## src/design/sha256_pkg.sv

```systemverilog
`timescale 1ns / 1ps
// ============================================================================
// SHA-256 stream hasher package
// Shared types, constants and round functions for the SHA-256 hasher.
// ============================================================================
package sha256_pkg;

    localparam int BLOCK_BYTES = 64;

    localparam logic [7:0] PAD_MARKER = 8'h80;

    localparam logic [1:0] KIND_START  = 2'd0;
    localparam logic [1:0] KIND_DATA   = 2'd1;
    localparam logic [1:0] KIND_FINISH = 2'd2;

    typedef enum logic [2:0] {
        ST_IDLE,
        ST_LOAD,
        ST_ROUND,
        ST_ADD,
        ST_PAD,
        ST_EMIT
    } state_t;

    typedef logic [31:0] word_t;

    localparam word_t INIT_HASH [8] = '{
        32'h6A09E667, 32'hBB67AE85, 32'h3C6EF372, 32'hA54FF53A,
        32'h510E527F, 32'h9B05688C, 32'h1F83D9AB, 32'h5BE0CD19
    };

    localparam word_t ROUND_K [64] = '{
        32'h428A2F98, 32'h71374491, 32'hB5C0FBCF, 32'hE9B5DBA5,
        32'h3956C25B, 32'h59F111F1, 32'h923F82A4, 32'hAB1C5ED5,
        32'hD807AA98, 32'h12835B01, 32'h243185BE, 32'h550C7DC3,
        32'h72BE5D74, 32'h80DEB1FE, 32'h9BDC06A7, 32'hC19BF174,
        32'hE49B69C1, 32'hEFBE4786, 32'h0FC19DC6, 32'h240CA1CC,
        32'h2DE92C6F, 32'h4A7484AA, 32'h5CB0A9DC, 32'h76F988DA,
        32'h983E5152, 32'hA831C66D, 32'hB00327C8, 32'hBF597FC7,
        32'hC6E00BF3, 32'hD5A79147, 32'h06CA6351, 32'h14292967,
        32'h27B70A85, 32'h2E1B2138, 32'h4D2C6DFC, 32'h53380D13,
        32'h650A7354, 32'h766A0ABB, 32'h81C2C92E, 32'h92722C85,
        32'hA2BFE8A1, 32'hA81A664B, 32'hC24B8B70, 32'hC76C51A3,
        32'hD192E819, 32'hD6990624, 32'hF40E3585, 32'h106AA070,
        32'h19A4C116, 32'h1E376C08, 32'h2748774C, 32'h34B0BCB5,
        32'h391C0CB3, 32'h4ED8AA4A, 32'h5B9CCA4F, 32'h682E6FF3,
        32'h748F82EE, 32'h78A5636F, 32'h84C87814, 32'h8CC70208,
        32'h90BEFFFA, 32'hA4506CEB, 32'hBEF9A3F7, 32'hC67178F2
    };

    function automatic word_t rotr(input word_t v, input int unsigned n);
        rotr = (v >> n) | (v << (32 - n));
    endfunction

    function automatic word_t big_sigma0(input word_t v);
        big_sigma0 = rotr(v, 2) ^ rotr(v, 13) ^ rotr(v, 22);
    endfunction

    function automatic word_t big_sigma1(input word_t v);
        big_sigma1 = rotr(v, 6) ^ rotr(v, 11) ^ rotr(v, 25);
    endfunction

    function automatic word_t small_sigma0(input word_t v);
        small_sigma0 = rotr(v, 7) ^ rotr(v, 18) ^ (v >> 3);
    endfunction

    function automatic word_t small_sigma1(input word_t v);
        small_sigma1 = rotr(v, 17) ^ rotr(v, 19) ^ (v >> 10);
    endfunction

endpackage

```

## src/design/sha256_stream_hasher.sv

```systemverilog
`timescale 1ns / 1ps
// ============================================================================
// SHA-256 stream hasher
// Byte-serial SHA-256 with one shared round unit under a small sequencer.
// ============================================================================
// Usage: requests arrive on the input channel (valid/ready) with a kind and a
// data byte. A start request reloads the initial hash and clears the counts.
// A data request appends one byte; the 64th byte of a block also starts the
// compression: the schedule words are loaded from the block store one byte
// at a time, then the rounds run on the single round unit, and then comes
// the chaining add. The load goes byte by byte as the store port is one byte
// wide. A finish request writes the 0x80 marker, then the padding one byte
// per cycle up to the end of the block, and runs a compression; when more
// than 55 bytes are held, a second block of padding and a second compression
// follow. It then emits eight digest words on the output channel, word 0
// first, with last_word on the eighth; each word is first loaded into the
// output register and then handed over. Input ready is low while any of
// this work is under way. When the receiver stalls, the word holds until
// taken and the block waits. Reset acts as a start request.
// Kind 3 is accepted and ignored.
module sha256_stream_hasher (
    input  logic        clk,
    input  logic        rst_n,
    input  logic        in_valid,
    output logic        in_ready,
    input  logic [1:0]  kind,
    input  logic [7:0]  data_byte,
    output logic        out_valid,
    input  logic        out_ready,
    output logic [31:0] digest_word,
    output logic        last_word
);
    import sha256_pkg::*;

    localparam int AW = $clog2(BLOCK_BYTES);

    state_t state_reg, state_next;

    // Block store: one byte written, one byte read per cycle.
    logic [7:0] block_mem [BLOCK_BYTES];
    logic [7:0] rd_byte_reg;

    word_t      hash_reg [8];
    word_t      var_reg [8];
    word_t      sched_reg [16];
    logic [AW-1:0] fill_reg;
    logic [60:0] total_reg;
    logic [5:0] round_reg;
    logic [AW:0] load_reg;     // byte address count for the schedule load
    logic       final_reg;     // compression belongs to a finish request
    logic       len_reg;       // padding already holds the length field
    logic [2:0] emit_reg;
    logic       out_valid_reg;
    word_t      out_word_reg;
    logic       out_last_reg;

    logic       wr_en;
    logic [AW-1:0] wr_addr;
    logic [7:0] wr_data;
    logic [AW-1:0] rd_addr;
    logic [AW:0] load_prev;    // address of the byte now in rd_byte_reg
    logic [63:0] bit_len;
    logic       accept;

    word_t w_cur, t1, t2;

    assign accept = in_valid && in_ready;
    assign bit_len = {total_reg, 3'b000};
    assign load_prev = load_reg - 1'b1;
    assign in_ready = (state_reg == ST_IDLE) && !out_valid_reg;
    assign out_valid = out_valid_reg;
    assign digest_word = out_word_reg;
    assign last_word = out_last_reg;

    // Next state.
    always_comb
    begin
        state_next = state_reg;
        case (state_reg)
            ST_IDLE:
            begin
                if (accept && kind == KIND_DATA && fill_reg == AW'(BLOCK_BYTES - 1))
                    state_next = ST_LOAD;
                else if (accept && kind == KIND_FINISH)
                begin
                    // A marker in the last byte fills the block at once.
                    if (fill_reg == AW'(BLOCK_BYTES - 1))
                        state_next = ST_LOAD;
                    else
                        state_next = ST_PAD;
                end
            end
            ST_PAD:
            begin
                if (fill_reg == AW'(BLOCK_BYTES - 1))
                    state_next = ST_LOAD;
            end
            ST_LOAD:
            begin
                if (load_reg == (AW+1)'(BLOCK_BYTES))
                    state_next = ST_ROUND;
            end
            ST_ROUND:
            begin
                if (round_reg == 6'd63)
                    state_next = ST_ADD;
            end
            ST_ADD:
            begin
                if (!final_reg)
                    state_next = ST_IDLE;
                else if (len_reg)
                    state_next = ST_EMIT;
                else
                    state_next = ST_PAD;
            end
            ST_EMIT:
            begin
                if (out_ready && emit_reg == 3'd7 && out_valid_reg)
                    state_next = ST_IDLE;
            end
            default: state_next = ST_IDLE;
        endcase
    end

    // Block store write port and read address.
    always_comb
    begin
        wr_en   = 1'b0;
        wr_addr = fill_reg;
        wr_data = data_byte;
        rd_addr = load_reg[AW-1:0];
        case (state_reg)
            ST_IDLE:
            begin
                wr_en = accept && (kind == KIND_DATA || kind == KIND_FINISH);
                if (kind == KIND_FINISH)
                    wr_data = PAD_MARKER;
            end
            ST_PAD:
            begin
                wr_en = 1'b1;
                if (fill_reg >= AW'(BLOCK_BYTES - 8) && len_reg)
                    wr_data = bit_len[8*(7 - 32'(fill_reg[2:0])) +: 8];
                else
                    wr_data = 8'h00;
            end
            default: wr_en = 1'b0;
        endcase
    end

    always_ff @(posedge clk)
    begin
        if (wr_en)
            block_mem[wr_addr] <= wr_data;
        rd_byte_reg <= block_mem[rd_addr];
    end

    // Round unit.
    always_comb
    begin
        if (round_reg < 6'd16)
            w_cur = sched_reg[round_reg[3:0]];
        else
            w_cur = small_sigma1(sched_reg[4'(round_reg - 6'd2)])
                  + sched_reg[4'(round_reg - 6'd7)]
                  + small_sigma0(sched_reg[4'(round_reg - 6'd15)])
                  + sched_reg[round_reg[3:0]];
        t1 = var_reg[7] + big_sigma1(var_reg[4])
           + ((var_reg[4] & var_reg[5]) ^ (~var_reg[4] & var_reg[6]))
           + ROUND_K[round_reg] + w_cur;
        t2 = big_sigma0(var_reg[0])
           + ((var_reg[0] & var_reg[1]) ^ (var_reg[0] & var_reg[2])
              ^ (var_reg[1] & var_reg[2]));
    end

    always_ff @(posedge clk or negedge rst_n)
    begin
        if (!rst_n)
        begin
            state_reg     <= ST_IDLE;
            fill_reg      <= '0;
            total_reg     <= '0;
            round_reg     <= '0;
            load_reg      <= '0;
            final_reg     <= 1'b0;
            len_reg       <= 1'b0;
            emit_reg      <= '0;
            out_valid_reg <= 1'b0;
            for (int i = 0; i < 8; i++)
                hash_reg[i] <= INIT_HASH[i];
        end
        else
        begin
            state_reg <= state_next;
            case (state_reg)
                ST_IDLE:
                begin
                    if (accept && kind == KIND_START)
                    begin
                        fill_reg  <= '0;
                        total_reg <= '0;
                        for (int i = 0; i < 8; i++)
                            hash_reg[i] <= INIT_HASH[i];
                    end
                    else if (accept && kind == KIND_DATA)
                    begin
                        fill_reg  <= fill_reg + 1'b1;
                        total_reg <= total_reg + 61'd1;
                        final_reg <= 1'b0;
                        load_reg  <= '0;
                    end
                    else if (accept && kind == KIND_FINISH)
                    begin
                        // The 0x80 marker goes in here; PAD fills the rest.
                        final_reg <= 1'b1;
                        len_reg   <= (fill_reg < AW'(BLOCK_BYTES - 8));
                        fill_reg  <= fill_reg + 1'b1;
                        load_reg  <= '0;
                    end
                end
                ST_PAD:
                begin
                    fill_reg <= fill_reg + 1'b1;
                end
                ST_LOAD:
                begin
                    // Read data comes from a registered read port, so it belongs to load_prev.
                    load_reg <= load_reg + 1'b1;
                    if (load_reg != '0)
                        sched_reg[load_prev[AW-1:2]][8*(3 - 32'(load_prev[1:0])) +: 8]
                            <= rd_byte_reg;
                    round_reg <= '0;
                    for (int i = 0; i < 8; i++)
                        var_reg[i] <= hash_reg[i];
                end
                ST_ROUND:
                begin
                    round_reg <= round_reg + 1'b1;
                    if (round_reg >= 6'd16)
                        sched_reg[round_reg[3:0]] <= w_cur;
                    var_reg[7] <= var_reg[6];
                    var_reg[6] <= var_reg[5];
                    var_reg[5] <= var_reg[4];
                    var_reg[4] <= var_reg[3] + t1;
                    var_reg[3] <= var_reg[2];
                    var_reg[2] <= var_reg[1];
                    var_reg[1] <= var_reg[0];
                    var_reg[0] <= t1 + t2;
                end
                ST_ADD:
                begin
                    for (int i = 0; i < 8; i++)
                        hash_reg[i] <= hash_reg[i] + var_reg[i];
                    load_reg <= '0;
                    emit_reg <= '0;
                    fill_reg <= '0;
                    len_reg  <= 1'b1;
                end
                ST_EMIT:
                begin
                    if (!out_valid_reg)
                    begin
                        out_valid_reg <= 1'b1;
                        out_word_reg  <= hash_reg[emit_reg];
                        out_last_reg  <= (emit_reg == 3'd7);
                    end
                    else if (out_ready)
                    begin
                        out_valid_reg <= 1'b0;
                        emit_reg      <= emit_reg + 1'b1;
                        if (emit_reg == 3'd7)
                        begin
                            fill_reg  <= '0;
                            total_reg <= '0;
                            for (int i = 0; i < 8; i++)
                                hash_reg[i] <= INIT_HASH[i];
                        end
                    end
                end
                default: ;
            endcase
        end
    end

`ifndef SYNTHESIS
    a_no_ready_busy: assert property (@(posedge clk) disable iff (!rst_n)
        (state_reg != ST_IDLE) |-> !in_ready) else $error("ready while busy");
    a_out_only_emit: assert property (@(posedge clk) disable iff (!rst_n)
        out_valid |-> (state_reg == ST_EMIT)) else $error("output outside emit");
    a_round_start: assert property (@(posedge clk) disable iff (!rst_n)
        (state_reg == ST_LOAD && state_next == ST_ROUND) |=> (round_reg == 6'd0))
        else $error("round count not cleared");
`endif

endmodule

```

## config.mk

```make
export PLATFORM = sky130hd
export DESIGN_NAME = sha256_stream_hasher
export DESIGN_NICKNAME = d
export VERILOG_FILES = /design/src/design/sha256_pkg.sv /design/src/design/sha256_stream_hasher.sv
export SDC_FILE = /design/constraint.sdc
export NUM_CORES = 2
export LEC_CHECK = 0
export ABC_AREA = 1
export BUFFER_PORTS_ARGS = -buffer_cell sky130_fd_sc_hd__clkbuf_2
export CORE_MARGIN = 5
export CORE_UTILIZATION = 30
export CTS_CLUSTER_SIZE = 20
export DETAILED_ROUTE_END_ITERATION = 8
export PLACE_DENSITY = 0.47
export SYNTH_ARGS = -nofsm -noshare
export SYNTH_HDL_FRONTEND = slang
export SYNTH_SLANG_ARGS = --single-unit
```

## constraint.sdc

```tcl
create_clock -name clk -period 22.9 [get_ports clk]
set_input_delay 1.145 -clock clk [delete_from_list [all_inputs] [get_ports clk]]
set_output_delay 1.145 -clock clk [all_outputs]
set_load 0.005 [all_outputs]
```

== Yosys cells after proc, flatten, opt, wreduce, memory -nomap -nowiden ==
Memory sizes are Yosys's and may differ from the RTL's. A register that Yosys moved wholly into a read port is not among the register bits.
Cells that the tools add are included.
Storage, ports and cells
  word-level logic and storage cells: 241
  register bits: 378
  bits in writable memories: 1280
  memories kept: 4
  ROM bits: 2048
  output and inout bits: 35
Operators by class
  magnitude comparators: 6
  reductions and logical operators: 37
  eq/ne operators: 26
  add/subtract/negate cells: 30
  bitwise operators: 39
  muxes and demuxes: 77
  shifts and indexed selects: 3
Memories
  (name not given): depth 64, width 32, read ports 1, clocked after Yosys merged registers in 0, write ports 0, RTL line sha256_stream_hasher.sv:171  | + ROUND_K[round_reg] + w_cur;
  block_mem: depth 64, width 8, read ports 1, clocked after Yosys merged registers in 1, write ports 1, RTL line sha256_stream_hasher.sv:40  | logic [7:0] block_mem [BLOCK_BYTES];
  sched_reg: depth 16, width 32, read ports 4, clocked after Yosys merged registers in 0, write ports 1, RTL line sha256_stream_hasher.sv:45  | word_t sched_reg [16];
  var_reg: depth 8, width 32, read ports 8, clocked after Yosys merged registers in 0, write ports 8, RTL line sha256_stream_hasher.sv:44  | word_t var_reg [8];
Operators by type and width (count)
  256-bit 2-to-1 mux: 4
  256-bit case mux with 3 select lines: 1
  32-bit adder: 18
  32-bit 2-to-1 mux: 16
  61-bit 2-to-1 mux: 5
  32-bit XOR: 9
  32-bit AND: 5
  61-bit case mux with 2 select lines: 1
  32-bit binary-select mux with 3-bit select: 1
  64-bit by 33-bit indexed part select with 8-bit output: 1
  61-bit by 1-bit adder with 61-bit output, second input constant: 1
  6-bit 2-to-1 mux: 6
  32-bit negation with 34-bit output: 1
  8-bit by 34-bit variable shift with 32-bit output, first input constant: 1
  8-bit by 34-bit indexed part select with 32-bit output: 1
  32-bit inverter: 1
  10-bit by 32-bit bitwise OR with 32-bit output: 1
  13-bit by 32-bit bitwise OR with 32-bit output: 1
  14-bit by 32-bit bitwise OR with 32-bit output: 1
  15-bit by 32-bit bitwise OR with 32-bit output: 1
  19-bit by 32-bit bitwise OR with 32-bit output: 1
  21-bit by 32-bit bitwise OR with 32-bit output: 1
  25-bit by 32-bit bitwise OR with 32-bit output: 1
  26-bit by 32-bit bitwise OR with 32-bit output: 1
  59 further kinds: 138

== Longest topological paths before layout ==
An unclocked memory read counts as a cell.
  depth after elaboration: 12
  depth in mapped cells: 65
  depth with buffers taken out: 58

== Least setup slack after synthesis ==
Ideal clock, no wire load.
  kind: input-to-reg
  start point: input rst_n
  end point: memory var_reg[0][0] (netlist name) (enable)
  data arrival time: 11794 ps
  setup time: 879 ps
  buffers on the path: 0
  setup slack: 10227 ps
  stages on the path: 2
  path through: inv_1 -> nor2_1
RTL lines
  start: declaration: RTL line sha256_stream_hasher.sv:23  | input logic rst_n,
  end: declaration: RTL line sha256_stream_hasher.sv:44

==> summary.txt <==
Outcome
  • Status: finished, final reports clean

Pwr
  • Net Sw Power: between 2 and 3 mW
  • Final Power: 8.77 mW
  • PwrDens: 73.4 mW/mm^2
  • Leak pwr: 47.2 nW
  • Switch share: between 30 and 40%
  • Share of power burned in registers: between 30% and 40%
  • Worst-case vdd ir drop: about 0.07 mV
  • Comb power frac: 24.0%
  • Internal power: 5.87 mW
  • Clock power share: 38.4%

Clocking
  • CTS tree: built
  • CTS sink cnt: 1666
  • Clock Latency Late Sink: 0.99 ns
  • CTS H-tree depth: 4
  • PostCTS Resize Cnt: 0
  • CTS Buffer Depth: 4
  • CTS Hold Bufs: 0
  • Clk slew on worst S/H paths: ~0.060 ns
  • TritonCTS Buffers: between 200 and 250
  • Root buffer cell: clkbuf_16
  • Post-CTS Setup Repair Bufs: 0

Setup path
  • CP required: 23.55 ns
  • Arrival @ worst endpoint: approximately 15 ns
  • Cell mode on critical path: o21ai_0
  • Crit end category: register
  • FF-to-FF Start: round_reg[1]
  • Crit start category: register
  • Critical Path Fanout Max: approximately 70
  • Critical path class: reg2reg
  • Reg-to-Reg End: var_reg[0][29]
  • Critical-path top delay cell: dfrtp_4
  • Worst Reg-to-Reg Cells: 50
  • Reg2Reg Setup Slack: 8.18 ns
  • Slowest stage delay, CP: about 0.95 ns

Finish
  • Nets: 13000
  • Commonest non-fill, non-tap cell in the layout: nand2_1
  • Synthesis-to-finish area growth: 11.5%
  • Post-Layout Cell Count: approximately 17000
  • Commonest non-fill, non-tap cells in the layout: nand2_1 (2162), o21ai_0 (1561), inv_1 (1434)
  • Layout cell share with drive strength beyond 1: about 7.1%
  • Area occupied by multi-input gates: ~0.051 sq mm
  • Fillers: 37500
  • Register cell area after layout: a little under 0.05 sq mm
  • Core Util, Final: 33.6%

Synth
  • Warnings, synthesis: 0
  • Top cells by area, synth: edfxtp_1 (37%), nand2_1 (7.6%), o21ai_0 (7.4%)
  • Syn Inst Count: 12500
  • Yosys cell types: 76
  • Syn nets: 13200
  • Post-synth EDFFs: approximately 1300
  • Mean Syn Cell Area: 8.53 sq um
  • Share of synthesized registers carrying an async set or reset: 20.7%
  • Yosys top cell area share: 36.8%
  • Top_reg_cell synth: edfxtp_1
  • Top cell type by total area after synthesis: edfxtp_1
  • Seq cells post-synth: about 1700
  • Synth Cell Area: 0.107 sq mm
  • Register area share after synthesis: 45.2%

Placed design
  • Port Buffer Count: 48
  • Routability cong.: 0.995
  • Post-detail-place hpwl: 320000 um
  • Placed cells: 16900

Die
  • Initial Utilization: 30.1%
  • Core box area: 0.356 sq mm
  • Die area: 0.369 sq mm
  • FP Rows: ~220
  • Die W: 607 um
  • # IOs: 49
  • Die H: 607 um

Timing
  • Setup TNS: 0 ns
  • Final min period: 14.72 ns
  • Tcrit/Tclk final: 64.3%
  • Hold Vio Cnt, Final: 0
  • RSZ-0062 raised after global routing: no
  • Slew Limit Fails: 0
  • Worst-margin pin slew: roughly 1.4 ns
  • Final worst hold slack: 0.0911 ns
  • Worst relative slew slack: around 5.0%
  • Setup Skew: 0.118 ns
  • Final setup vio count: 0
  • Fmax achieved: approximately 68 MHz

GRT
  • Vias in the first global route: 87800
  • GRT Resource Usage Total: 23.1%
  • Global-route wire length before repair: ~640000 um
  • Initial antenna violation count: 7
  • Pin count of the biggest net entering global routing: 211
  • Total global routing overflow: 0

Route
  • DR WL/cell: approximately 26 um
  • DR vias/cell: 5.35
  • Remaining routing DRC violations: 0
  • Post-Route WL: 444000 um
  • First DRT Iteration DRCs: 9306
  • Drt first pass iters: 6
  • Via Count: 92600
  • DRT antenna net count: 0

Min path
  • Hold WC Path Type: in2async

Run
  • Max-Cap Viols: 0
-- routing by layer --
layer / vias to the layer above / global-route usage, % / part of all wire (%)
li1: 43000 / - / -
met1: 45400 / 31.4 / 44
met2: 3353 / 36.9 / 45
met3: 783 / 3.13 / 6.3
met4: 4 / 9.91 / 5.0
met5: - / 0 / 0.0061
-- through the flow --
| step | cell area [sq um] | setup slack [ns] |
|---|---|---|
| after floorplan | 107000 | 10.23 |
| after global placement | 113000 | 8.50 |
| after detailed placement | 113000 | 8.41 |
| after CTS | 119000 | 8.39 |
| after global routing | 119000 | 7.23 |
| final | 119000 | 8.18 |
-- how the worst max path moves through the flow --
stage,from,endpoint,slack [ns],depth (start not counted)
floorplan,rst_n,var_reg[0][0],10.23,2
global placement,round_reg[1],var_reg[0][29],8.50,50
detailed placement,round_reg[1],var_reg[0][29],8.41,50
CTS,round_reg[1],var_reg[0][29],8.39,50
global route,round_reg[1],var_reg[0][29],7.23,50
finish,round_reg[1],var_reg[0][29],8.18,50
-- cells by family after synthesis --
logic type	after synthesis	synth area share [%]
AOI/OAI and AO/OA	3651	19.2
muxes	48	0.463
xor gates and xnor gates	432	3.53
adders and majority gates	618	8.58
DFF	1666	45.2
and+or+nand+nor	4025	15.3
buffers and inverters	2104	7.67
-- worst max-delay path, delay by kind of cell, from the launching register on --
| family | cells | cell delay (ns) |
|---|---|---|
| AOI/OAI and AO/OA | 21 | 4.18 |
| xor gates and xnor gates | 4 | 1.29 |
| adders and majority gates | 10 | 4.48 |
| buffers and inverters | 10 | 2.39 |
| DFF | 1 | 0.95 |
| muxes | 1 | 0.39 |
| and+or+nand+nor | 4 | 0.49 |
-- cells in the mapped netlist, types with 13 or more instances --
cell type / count
or2_2: 59
edfxtp_1: 1313
a31oi_1: 110
fa_1: 195
a31oi_2: 13
nand2_1: 2162
nor2_1: 1110
a21o_1: 37
buf_4: 19
o221ai_1: 35
o2111ai_1: 17
a211oi_1: 14
inv_2: 22
nor3_1: 106
o22ai_1: 282
mux2i_1: 44
dfrtp_1: 209
o21bai_1: 65
xor2_1: 255
a221oi_1: 70
o21ai_1: 209
clkbuf_1: 423
o21a_1: 39
a22o_1: 19
o211ai_1: 140
nand3_1: 412
buf_1: 42
ha_1: 419
a21oi_1: 893
nand4_1: 98
o31ai_1: 14
o21ai_0: 1582
xnor2_1: 177
buf_2: 142
nor4_1: 31
dfstp_2: 136
a32oi_1: 17
inv_1: 1440
a21boi_0: 13
-- layout make-up --
type | instances | area share [%]
inverters | 1470 | 4.65
well taps | 4751 | 4.98
flip-flops and latches | 1666 | 40.6
multi-input cells | 8774 | 42.5
clock inverters | 117 | 1.04
repair buffers | 256 | 1.59
clock buffers | 271 | 4.66
diodes | 4 | 0.00838
-- power by group through the flow --
stage | combinational [mW] | clock (mW) | sequential, mW
floorplan | 1.35 | 0 | 3.34
global placement | 2.08 | 0 | 3.35
detailed placement | 2.05 | 0 | 3.35
CTS | 2.06 | 3.44 | 3.29
global route | 2.32 | 3.56 | 3.29
finish | 2.11 | 3.37 | 3.29
Power figures use the tool's default switching activity.
